$ cat src/fixed_point_alu_q24_8_top_assert.svh
`ifndef FIXED_POINT_ALU_Q24_8_TOP_ASSERT_SVH
`define FIXED_POINT_ALU_Q24_8_TOP_ASSERT_SVH
// Assertion helpers: label, clock, reset, antecedent, consequent.
`ifndef SYNTHESIS
`define FPA_ASSERT_IMP(lbl, clk, rst, ante, cons) \
   lbl: assert property (@(posedge clk) disable iff (rst) (ante) |-> (cons)) \
      else $error("assertion failed");
`define FPA_ASSERT_NXT(lbl, clk, rst, ante, cons) \
   lbl: assert property (@(posedge clk) disable iff (rst) (ante) |=> (cons)) \
      else $error("assertion failed");
`else
`define FPA_ASSERT_IMP(lbl, clk, rst, ante, cons)
`define FPA_ASSERT_NXT(lbl, clk, rst, ante, cons)
`endif
`endif

$ cat src/fpa_pkg.sv
package fpa_pkg;
   localparam int FracBits = 8;
   localparam int DataW    = 32;
   localparam int NumCells = DataW + FracBits; // one quotient bit per cell
   localparam int RemW     = DataW + 1;

   typedef enum logic [3:0] {
      OP_ADD = 4'd0, OP_SUB = 4'd1, OP_MUL = 4'd2, OP_DIV = 4'd3,
      OP_LT = 4'd4, OP_GT = 4'd5, OP_LE = 4'd6, OP_GE = 4'd7,
      OP_EQ = 4'd8, OP_NE = 4'd9, OP_MIN = 4'd10, OP_MAX = 4'd11,
      OP_INC = 4'd12, OP_DEC = 4'd13, OP_FROM_INT = 4'd14, OP_TO_INT = 4'd15
   } op_type;

   // Item as it travels down the cell row.
   typedef struct packed {
      logic                    valid;
      logic                    is_div;
      logic                    neg_q;
      logic                    dz;
      logic                    cmp;
      logic [DataW-1:0]        value;   // non-divide result
      logic [NumCells-1:0]     dvd;     // |dividend| << FracBits, shifted out msb first
      logic [DataW-1:0]        dvs;     // |divisor|
      logic [RemW-1:0]         rem;
      logic [NumCells-1:0]     quo;
   } item_type;
endpackage

$ cat src/fpa_front.sv
module fpa_front import fpa_pkg::*; (
   input  logic             clock,
   input  logic             reset,
   input  logic             en,
   input  logic             in_valid,
   input  logic [3:0]       func,
   input  logic [DataW-1:0] operand_a,
   input  logic [DataW-1:0] operand_b,
   output item_type         item_out
);
   logic signed [DataW-1:0]   a, b;
   logic signed [2*DataW-1:0] prod;
   logic [DataW-1:0]          mag_a, mag_b;
   op_type                    op;
   item_type                  item_in, item_ff;
   logic                      lt, gt;

   always_comb begin
      a    = operand_a;
      b    = operand_b;
      op   = op_type'(func);
      prod = a * b;
      lt   = a < b;
      gt   = a > b;
      mag_a = a[DataW-1] ? DataW'(-a) : operand_a;
      mag_b = b[DataW-1] ? DataW'(-b) : operand_b;
      item_in        = '0;
      item_in.valid  = in_valid;
      item_in.is_div = (op == OP_DIV);
      item_in.neg_q  = a[DataW-1] ^ b[DataW-1];
      item_in.dz     = (op == OP_DIV) && (operand_b == '0);
      item_in.dvd    = {mag_a, {FracBits{1'b0}}};
      item_in.dvs    = mag_b;
      case (op)
         OP_ADD:      item_in.value = operand_a + operand_b;
         OP_SUB:      item_in.value = operand_a - operand_b;
         OP_MUL:      item_in.value = prod[FracBits +: DataW];
         OP_LT:       item_in.cmp = lt;
         OP_GT:       item_in.cmp = gt;
         OP_LE:       item_in.cmp = !gt;
         OP_GE:       item_in.cmp = !lt;
         OP_EQ:       item_in.cmp = (operand_a == operand_b);
         OP_NE:       item_in.cmp = (operand_a != operand_b);
         OP_MIN:      item_in.value = lt ? operand_a : operand_b;
         OP_MAX:      item_in.value = gt ? operand_a : operand_b;
         OP_INC:      item_in.value = operand_a + DataW'(1);
         OP_DEC:      item_in.value = operand_a - DataW'(1);
         OP_FROM_INT: item_in.value = operand_a << FracBits;
         OP_TO_INT:   item_in.value = DataW'(a >>> FracBits);
         default:     item_in.value = '0;
      endcase
   end

   always_ff @(posedge clock) begin
      if (reset) begin
         item_ff.valid <= 1'b0;
      end else if (en) begin
         item_ff <= item_in;
      end
   end

   assign item_out = item_ff;
endmodule

$ cat config.mk
export PLATFORM = sky130hd
export DESIGN_NAME = fpa_front
export DESIGN_NICKNAME = d
export VERILOG_FILES = /design/src/fixed_point_alu_q24_8_top_assert.svh /design/src/fpa_pkg.sv /design/src/fpa_front.sv
export SDC_FILE = /design/constraint.sdc
export NUM_CORES = 2
export LEC_CHECK = 0
export ABC_AREA = 1
export CAP_MARGIN = 0
export CORE_AREA = 4 4 239 358
export DETAILED_ROUTE_END_ITERATION = 16
export DIE_AREA = 0 0 243 362
export DONT_BUFFER_PORTS = 1
export PLACE_DENSITY = 0.56
export SLEW_MARGIN = 20
export SYNTH_ARGS = -nofsm -noshare
export SYNTH_HDL_FRONTEND = slang
export SYNTH_SLANG_ARGS = --single-unit
$ cat constraint.sdc
create_clock -name clock -period 9.8 [get_ports clock]
set_input_delay 1.96 -clock clock [delete_from_list [all_inputs] [get_ports clock]]
set_output_delay 1.96 -clock clock [all_outputs]
set_load 0.05 [all_outputs]
==> out/qor.csv <==
metric,value,unit
synthXorXnorAreaFrac,0.0174,
arrival,8.35,ns
cts_tree,done,
synthMuxAreaShare,0,
skew,0,ns
synth-compound-area-share,0.0723,
synth_area_leader_cell,fa_1,
tightest_slew,1.09,ns
grt_max_degree,63,
ctsResizeCount,0,
synth_top_family_by_area,adder cells,
root_buffer,clkbuf_16,
post-route-util,0.453,
drive_gt1_frac,0.0127,
clkLatencyLatePin,0.40,ns
cts_made_buffers,9,
drt-initial-drc-count,2440,
grt_pass1_vias,33653,
cts_max_path_buffers,2,
routed_via_density,5.32,
start_kind,input port,
critPathCaptureType,register,
synth-adder-area-share,0.432,
die_h,362,um
synth-simple-area-share,0.215,
setup_viol,0,
synthCells,5164,
drv_slew,0,
portBuffers,0,
rsz0062_at_grt,no,
synth_area_per_cell,7.12,um^2
min_path_type,reg2reg,
nNetsFinal,5915,
first_pass_iters,6,
h-tree-depth,3,
clock-sinks,101,
dp_hpwl,104000,um
gp_congestion,0.995,
drt_wl_total,136000,um
holdBufCountCts,0,
yosysWarnings,0,
drv_cap,0,
ant_nets,0,
num_vias,31991,
core,0.0823,mm^2
hold_viol_final,0,
path_clk_slew,0.08,ns
synth_area_leaders,"fa_1 35%, nand2_1 14%, inv_1 14%",
max_stage_delay,0.56,ns
area_growth,1.52,%
n_antenna_cell,0,
cp_max_fo,35,
synth_top_area_share,0.351,
slew_headroom,0.272,
grt_overflow,0,
antenna_found_initial,0,
ys_types,47,
ios,254,
drcViolationCount,0,
finalCriticalPeriod,8.23,ns
required,9.92,ns
timing.final.crit_share,0.840,
max_freq,121,MHz
status,"complete, no violations",
largest_register_ffs,101,
slowest_stage,fa_1,
tns,0,ns
die_w,243,um
start_util,0.447,
num_rows,129,
postCtsSetupBuffers,0,
die_area,0.0880,mm^2
synth_area,0.0368,mm^2
ys_ff_latch,101,
grt_usage,0.310,
crit_type,in2reg,
worst_path_most_repeated_cell,fa_1,
grt_pass1_wl,205000,um
ys_seq_area_frac,0.0822,
routedWlPerCell,22.6,um
-- routing by layer --
metal	GRT usage	part of all wire	vias to the layer above
li1	-	-	14624
met1	0.344	0.36	15840
met2	0.562	0.51	1172
met3	0.0438	0.063	355
met4	0.186	0.075	0
met5	0	0	-
-- kinds of logic after synthesis --
| logic type | Yosys count |
|---|---|
| adders and majority gates | 883 |
| and+or+nand+nor | 1958 |
| other | 1 |
| xor gates and xnor gates | 73 |
| AOI/OAI and AO/OA | 468 |
| buffers and inverters | 1680 |
| DFF | 101 |
-- layout make-up --
cell class              instances  area (um^2)
flip-flops and latches        101         3020
fillers                      8585        45000
clock buffers                   9          225
inverters                    1371         5150
repair buffers                 14          105
clock inverters                 7          103
well taps                    1048         1310
multi-input cells            3463        27400
-- per-stage QoR --
| stage | cell area (um^2) | instances | hold slack (ns) | worst slack [ns] |
|---|---|---|---|---|
| 2_1_floorplan | 37100 | 5244 | 0.674 | 1.26 |
| 3_3_place_gp | 37000 | 5997 | 0.693 | 1.22 |
| 3_5_place_dp | 37000 | 5997 | 0.706 | 1.18 |
| 4_1_cts | 37300 | 6013 | 0.714 | 1.62 |
| 5_1_grt | 37300 | 6013 | 0.748 | 1.27 |
| 6_report | 37300 | 6013 | 0.710 | 1.57 |
-- synthesized netlist by cell type, drive strengths merged --
master	number
a311oi	1
o2111ai	2
dfxtp	1
a221oi	1
buf	142
clkinv	6
o22ai	15
ha	239
a31oi	17
nand3b	22
clkbuf	167
nand3	182
o31ai	1
fa	644
xor2	61
o211ai	52
inv	1365
nand2	1375
nand4	42
a21boi	4
a211oi	3
and2	1
o21bai	16
nor2	286
nor4	9
conb	1
or2	8
edfxtp	100
xnor2	12
a21oi	153
and3	3
o21a	3
a21o	19
nor3	30
o221ai	3
o21ai	178
-- path summary, 6_finish.rpt --
path                            cells past startpoint            end  slack, ns     startpoint
worst max-delay path                               26  item_out[156]       1.57  operand_a[13]
worst min-delay path                                2  item_out[181]       0.71  item_out[181]
worst max register to register                      2  item_out[181]       8.86  item_out[181]
worst min register to register                      2  item_out[181]       0.71  item_out[181]
-- placed cells by master, fill, tap and decap left out, types with 42 or more instances in the layout --
cell type | synthesis | layout
edfxtp_1 | 100 | 100
o211ai_1 | 52 | 52
nand3_1 | 181 | 181
ha_1 | 239 | 239
nor2_1 | 282 | 278
nand4_1 | 42 | 42
xor2_1 | 61 | 61
conb_1 | 1 | 81
inv_1 | 1360 | 1360
fa_1 | 644 | 644
nand2_1 | 1368 | 1368
o21ai_0 | 174 | 174
a21oi_1 | 152 | 152
-- critical path, delay by kind of cell --
family | cells | cell delay, ns
adder cells (fa/ha/maj) | 9 | 4.34
AND/OR/NAND/NOR | 9 | 1.14
buffers and inverters | 7 | 0.44
AO/OA/AOI/OAI | 1 | 0.40
Power is not shown: default switching activity piles up to over one toggle a cycle in this logic, so the estimate is an artifact.
