File: config.mk
export PLATFORM = sky130hd
export DESIGN_NAME = fpa_cell
export DESIGN_NICKNAME = d
export VERILOG_FILES = /design/src/fixed_point_alu_q24_8_top_assert.svh /design/src/fpa_pkg.sv /design/src/fpa_cell.sv
export SDC_FILE = /design/constraint.sdc
export NUM_CORES = 1
export LEC_CHECK = 0
export ABC_AREA = 1
export BUFFER_PORTS_ARGS = -buffer_cell sky130_fd_sc_hd__buf_2
export CAP_MARGIN = 40
export CORE_ASPECT_RATIO = 0.9
export CORE_MARGIN = 2
export CORE_UTILIZATION = 45
export CTS_BUF_LIST = sky130_fd_sc_hd__clkbuf_4 sky130_fd_sc_hd__clkbuf_8
export CTS_CLUSTER_SIZE = 14
export DETAILED_ROUTE_END_ITERATION = 8
export GPL_ROUTABILITY_DRIVEN = 0
export PLACE_DENSITY = 0.87
export SLEW_MARGIN = 20
export SYNTH_ARGS = -nofsm -noshare
export SYNTH_HDL_FRONTEND = slang
export SYNTH_SLANG_ARGS = --single-unit
File: constraint.sdc
create_clock -name clock -period 25.7 [get_ports clock]
set_input_delay 0 -clock clock [delete_from_list [all_inputs] [get_ports clock]]
set_output_delay 0 -clock clock [all_outputs]
set_load 0.01 [all_outputs]
File: src/fixed_point_alu_q24_8_top_assert.svh
`ifndef FIXED_POINT_ALU_Q24_8_TOP_ASSERT_SVH
`define FIXED_POINT_ALU_Q24_8_TOP_ASSERT_SVH
// Assertion helpers: label, clock, reset, antecedent, consequent.
`ifndef SYNTHESIS
`define FPA_ASSERT_IMP(lbl, clk, rst, ante, cons) \
   lbl: assert property (@(posedge clk) disable iff (rst) (ante) |-> (cons)) \
      else $error("assertion failed");
`define FPA_ASSERT_NXT(lbl, clk, rst, ante, cons) \
   lbl: assert property (@(posedge clk) disable iff (rst) (ante) |=> (cons)) \
      else $error("assertion failed");
`else
`define FPA_ASSERT_IMP(lbl, clk, rst, ante, cons)
`define FPA_ASSERT_NXT(lbl, clk, rst, ante, cons)
`endif
`endif

File: src/fpa_pkg.sv
package fpa_pkg;
   localparam int FracBits = 8;
   localparam int DataW    = 32;
   localparam int NumCells = DataW + FracBits; // one quotient bit per cell
   localparam int RemW     = DataW + 1;

   typedef enum logic [3:0] {
      OP_ADD = 4'd0, OP_SUB = 4'd1, OP_MUL = 4'd2, OP_DIV = 4'd3,
      OP_LT = 4'd4, OP_GT = 4'd5, OP_LE = 4'd6, OP_GE = 4'd7,
      OP_EQ = 4'd8, OP_NE = 4'd9, OP_MIN = 4'd10, OP_MAX = 4'd11,
      OP_INC = 4'd12, OP_DEC = 4'd13, OP_FROM_INT = 4'd14, OP_TO_INT = 4'd15
   } op_type;

   // Item as it travels down the cell row.
   typedef struct packed {
      logic                    valid;
      logic                    is_div;
      logic                    neg_q;
      logic                    dz;
      logic                    cmp;
      logic [DataW-1:0]        value;   // non-divide result
      logic [NumCells-1:0]     dvd;     // |dividend| << FracBits, shifted out msb first
      logic [DataW-1:0]        dvs;     // |divisor|
      logic [RemW-1:0]         rem;
      logic [NumCells-1:0]     quo;
   } item_type;
endpackage

File: src/fpa_cell.sv
module fpa_cell import fpa_pkg::*; (
   input  logic     clock,
   input  logic     reset,
   input  logic     en,
   input  item_type item_in,
   output item_type item_out
);
   item_type         nxt, item_ff;
   logic [RemW-1:0]  shifted, diff;

   // one restoring division step
   always_comb begin
      nxt     = item_in;
      shifted = {item_in.rem[RemW-2:0], item_in.dvd[NumCells-1]};
      diff    = shifted - {1'b0, item_in.dvs};
      nxt.dvd = item_in.dvd << 1;
      if (!diff[RemW-1]) begin
         nxt.rem = diff;
         nxt.quo = {item_in.quo[NumCells-2:0], 1'b1};
      end else begin
         nxt.rem = shifted;
         nxt.quo = {item_in.quo[NumCells-2:0], 1'b0};
      end
   end

   always_ff @(posedge clock) begin
      if (reset) begin
         item_ff.valid <= 1'b0;
      end else if (en) begin
         item_ff <= nxt;
      end
   end

   assign item_out = item_ff;
endmodule

==> flow_metrics.env <==
export IMPL_min_path_cells=3
export IMPL_worst_hold_startpoint="en"
export IMPL_setup_viol_count_final=0
export IMPL_ant_nets=0
export IMPL_p_leak_nw=6.41
export IMPL_fin_area_sq_um=13000
export IMPL_maxCapViolations=0
export IMPL_finalPower_uw=713
export IMPL_finClkSkew_ns=0
export IMPL_start_util=0.454
export IMPL_drive_gt1_frac=0.289
export IMPL_finalNetCount=1648
export IMPL_cp_end_kind="flop"
export IMPL_final_common_cell="buf_2"
export IMPL_cts_made_buffers=17
export IMPL_drc_errors=0
export IMPL_wl_um=30700
export IMPL_die_w_um=150
export IMPL_status="complete, no violations"
export IMPL_routedWlPerCell_um=18.0
export IMPL_grt_pass1_vias=8128
export IMPL_post_cts_buffers=0
export IMPL_critical_path_max_fanout=42
export IMPL_path_clk_slew_ns=0.12
export IMPL_crit_family="buffers and inverters"
export IMPL_cp_arrival_ns=2.60
export IMPL_cts_hold_buf=181
export IMPL_synth_nets=1087
export IMPL_io_buffers=363
export IMPL_register_area_sq_um=5430
export IMPL_fmax_mhz=409
export IMPL_grt_total_usage=0.295
export IMPL_critPathMaxStageDelay_ns=0.57
export IMPL_ir_drop_mv=0.0364
export IMPL_cts_sinks=181
export IMPL_yosys_warnings=0
export IMPL_fin_crit_ns=2.45
export IMPL_grt_max_degree=68
export IMPL_mostFrequentLayoutCells="363 x buf_2, 335 x nand2_1, 181 x dlygate4sd3_1, 180 x edfxtp_1, 156 x inv_1"
export IMPL_rsz0062_at_grt="no"
export IMPL_num_rows=48
export IMPL_dieHeight_um=135
export IMPL_die_area_sq_um=20300
export IMPL_r2r_start="item_out[181]$_SDFFE_PP0P_"
export IMPL_num_vias=8366
export IMPL_finalHoldViolations=0
export IMPL_ys_seq_area_frac=0.629
export IMPL_post_route_period_util=0.0952
export IMPL_r2r_slack_ns=24.53
export IMPL_io_pins=367
export IMPL_synth_area_sq_um=8620
export IMPL_synth_ff_latch_count=181
export IMPL_n_fill_cell=1388
export IMPL_worstHoldPathType="in -> reg"
export IMPL_dp_hpwl_um=21100
export IMPL_slowest_stage="dlygate4sd3_1"
export IMPL_post_route_util=0.685
export IMPL_cts_tree="yes"
export IMPL_fin_tns_setup_ns=0
export IMPL_place_area_sq_um=10700
export IMPL_ys_types=26
export IMPL_grt_first_pass_wirelength_um=44700
export IMPL_multiInputGateArea_sq_um=2530
export IMPL_finalMaxSlewViolations=0
export IMPL_synthCells=869
export IMPL_antenna_found_initial=8
export IMPL_grt_overflow_total=0
export IMPL_largest_reg_flops=181
export IMPL_critPathKind="in -> reg"
export IMPL_path_buf_inv=6
export IMPL_clock_latency_ns=0.47
export IMPL_clockBufferDepth=2
export IMPL_hold_end="item_out[133]$_DFFE_PP_"
export IMPL_r2r_end="item_out[181]$_SDFFE_PP0P_"
export IMPL_viasPerCell=4.92
export IMPL_start_kind="primary input"
export IMPL_cts_root_buffer="clkbuf_8"
export IMPL_cp_required_ns=25.85
export IMPL_core_area_sq_um=19000
export IMPL_drt_pass1_iterations=6
export IMPL_htree_levels=4
export IMPL_reg2reg_depth=3
export IMPL_path_cells="dlygate4sd3_1, buf_2, nor2_4, buf_4, buf_12, buf_4, buf_12"
export IMPL_cts_resized_gates=0
export IMPL_avgSynthCellArea_sq_um=9.92
export IMPL_drtIter0Drc=752
export IMPL_powerDensity_nw_per_um2=54.9
export IMPL_syn_to_final_growth_pct=50.7
-- where the power goes --
group          total [mW]  internal, mW  switching (mW)
registers           0.356         0.350         0.00593
logic               0.161        0.0672          0.0942
clock network       0.196        0.0746           0.121
total               0.713         0.492           0.221
-- cell families (layout without fill, tap and decap cells) --
family          Yosys count  after routing  share of synthesized area
simple gates            439            439                      0.206
flops                   181            181                      0.629
buf+inv                 166            740                     0.0779
compound gates           34             34                     0.0226
fa+ha+maj                33             33                     0.0488
xor+xnor                 15             15                     0.0152
other cells               1              9                   0.000435
-- cell usage after synthesis, drive strengths merged --
master	n	share of area
nand3b	2	0.0017
a21oi	27	0.017
conb	1	0.00043
buf	7	0.0087
dfxtp	1	0.0023
edfxtp	180	0.63
xor2	14	0.014
inv	159	0.069
nor3	6	0.0035
and2	4	0.0029
xnor2	1	0.0010
nand2	345	0.15
and3	1	0.00073
nand3	31	0.018
ha	32	0.046
nor2	40	0.017
nand4	8	0.0058
fa	1	0.0023
or2	2	0.0015
o21bai	7	0.0061
-- worst min-delay path, cell delays in order --
cell,delay (ns)
buf_2,0.12
inv_1,0.11
nor2_4,0.11
-- per-stage QoR --
step | hold WS [ns] | setup slack [ns] | std cells
after floorplan | 0.0691 | 17.37 | 869
after global placement | 0.176 | 22.60 | 1477
after detailed placement | 0.178 | 23.22 | 1479
after CTS | 0.00837 | 23.14 | 1692
after global routing | 0.0293 | 23.08 | 1696
final | 0.0291 | 23.25 | 1701
-- layout make-up --
cell class	instances	share of cell area
diodes	8	0.00154
clock buffers	18	0.0186
clock inverters	14	0.0122
inverters	159	0.0459
multi-input cells	522	0.195
flip-flops and latches	181	0.418
well taps	250	0.0241
repair buffers	549	0.285
-- layer usage --
layer / routed length (um) / GRT usage / part of all wire / vias up
li1: - / - / - / 3907
met1: 11400 / 0.343 / 0.37 / 3803
met2: 14400 / 0.491 / 0.47 / 522
met3: 3040 / 0.0963 / 0.099 / 128
met4: 1750 / 0.152 / 0.057 / 6
met5: 43 / 0 / 0.0014 / -
-- worst max path at each step --
stage,start,to,slack [ns],cells after the start
after floorplan,en,item_out[0]$_DFFE_PP_,17.37,2
after global placement,en,item_out[40]$_DFFE_PP_,22.60,5
after detailed placement,en,item_out[10]$_DFFE_PP_,23.22,6
after CTS,reset,item_out[10]$_DFFE_PP_,23.14,6
after global routing,reset,item_out[3]$_DFFE_PP_,23.08,7
final,reset,item_out[43]$_DFFE_PP_,23.25,7
Note: power is estimated with default switching activity, not from simulation.
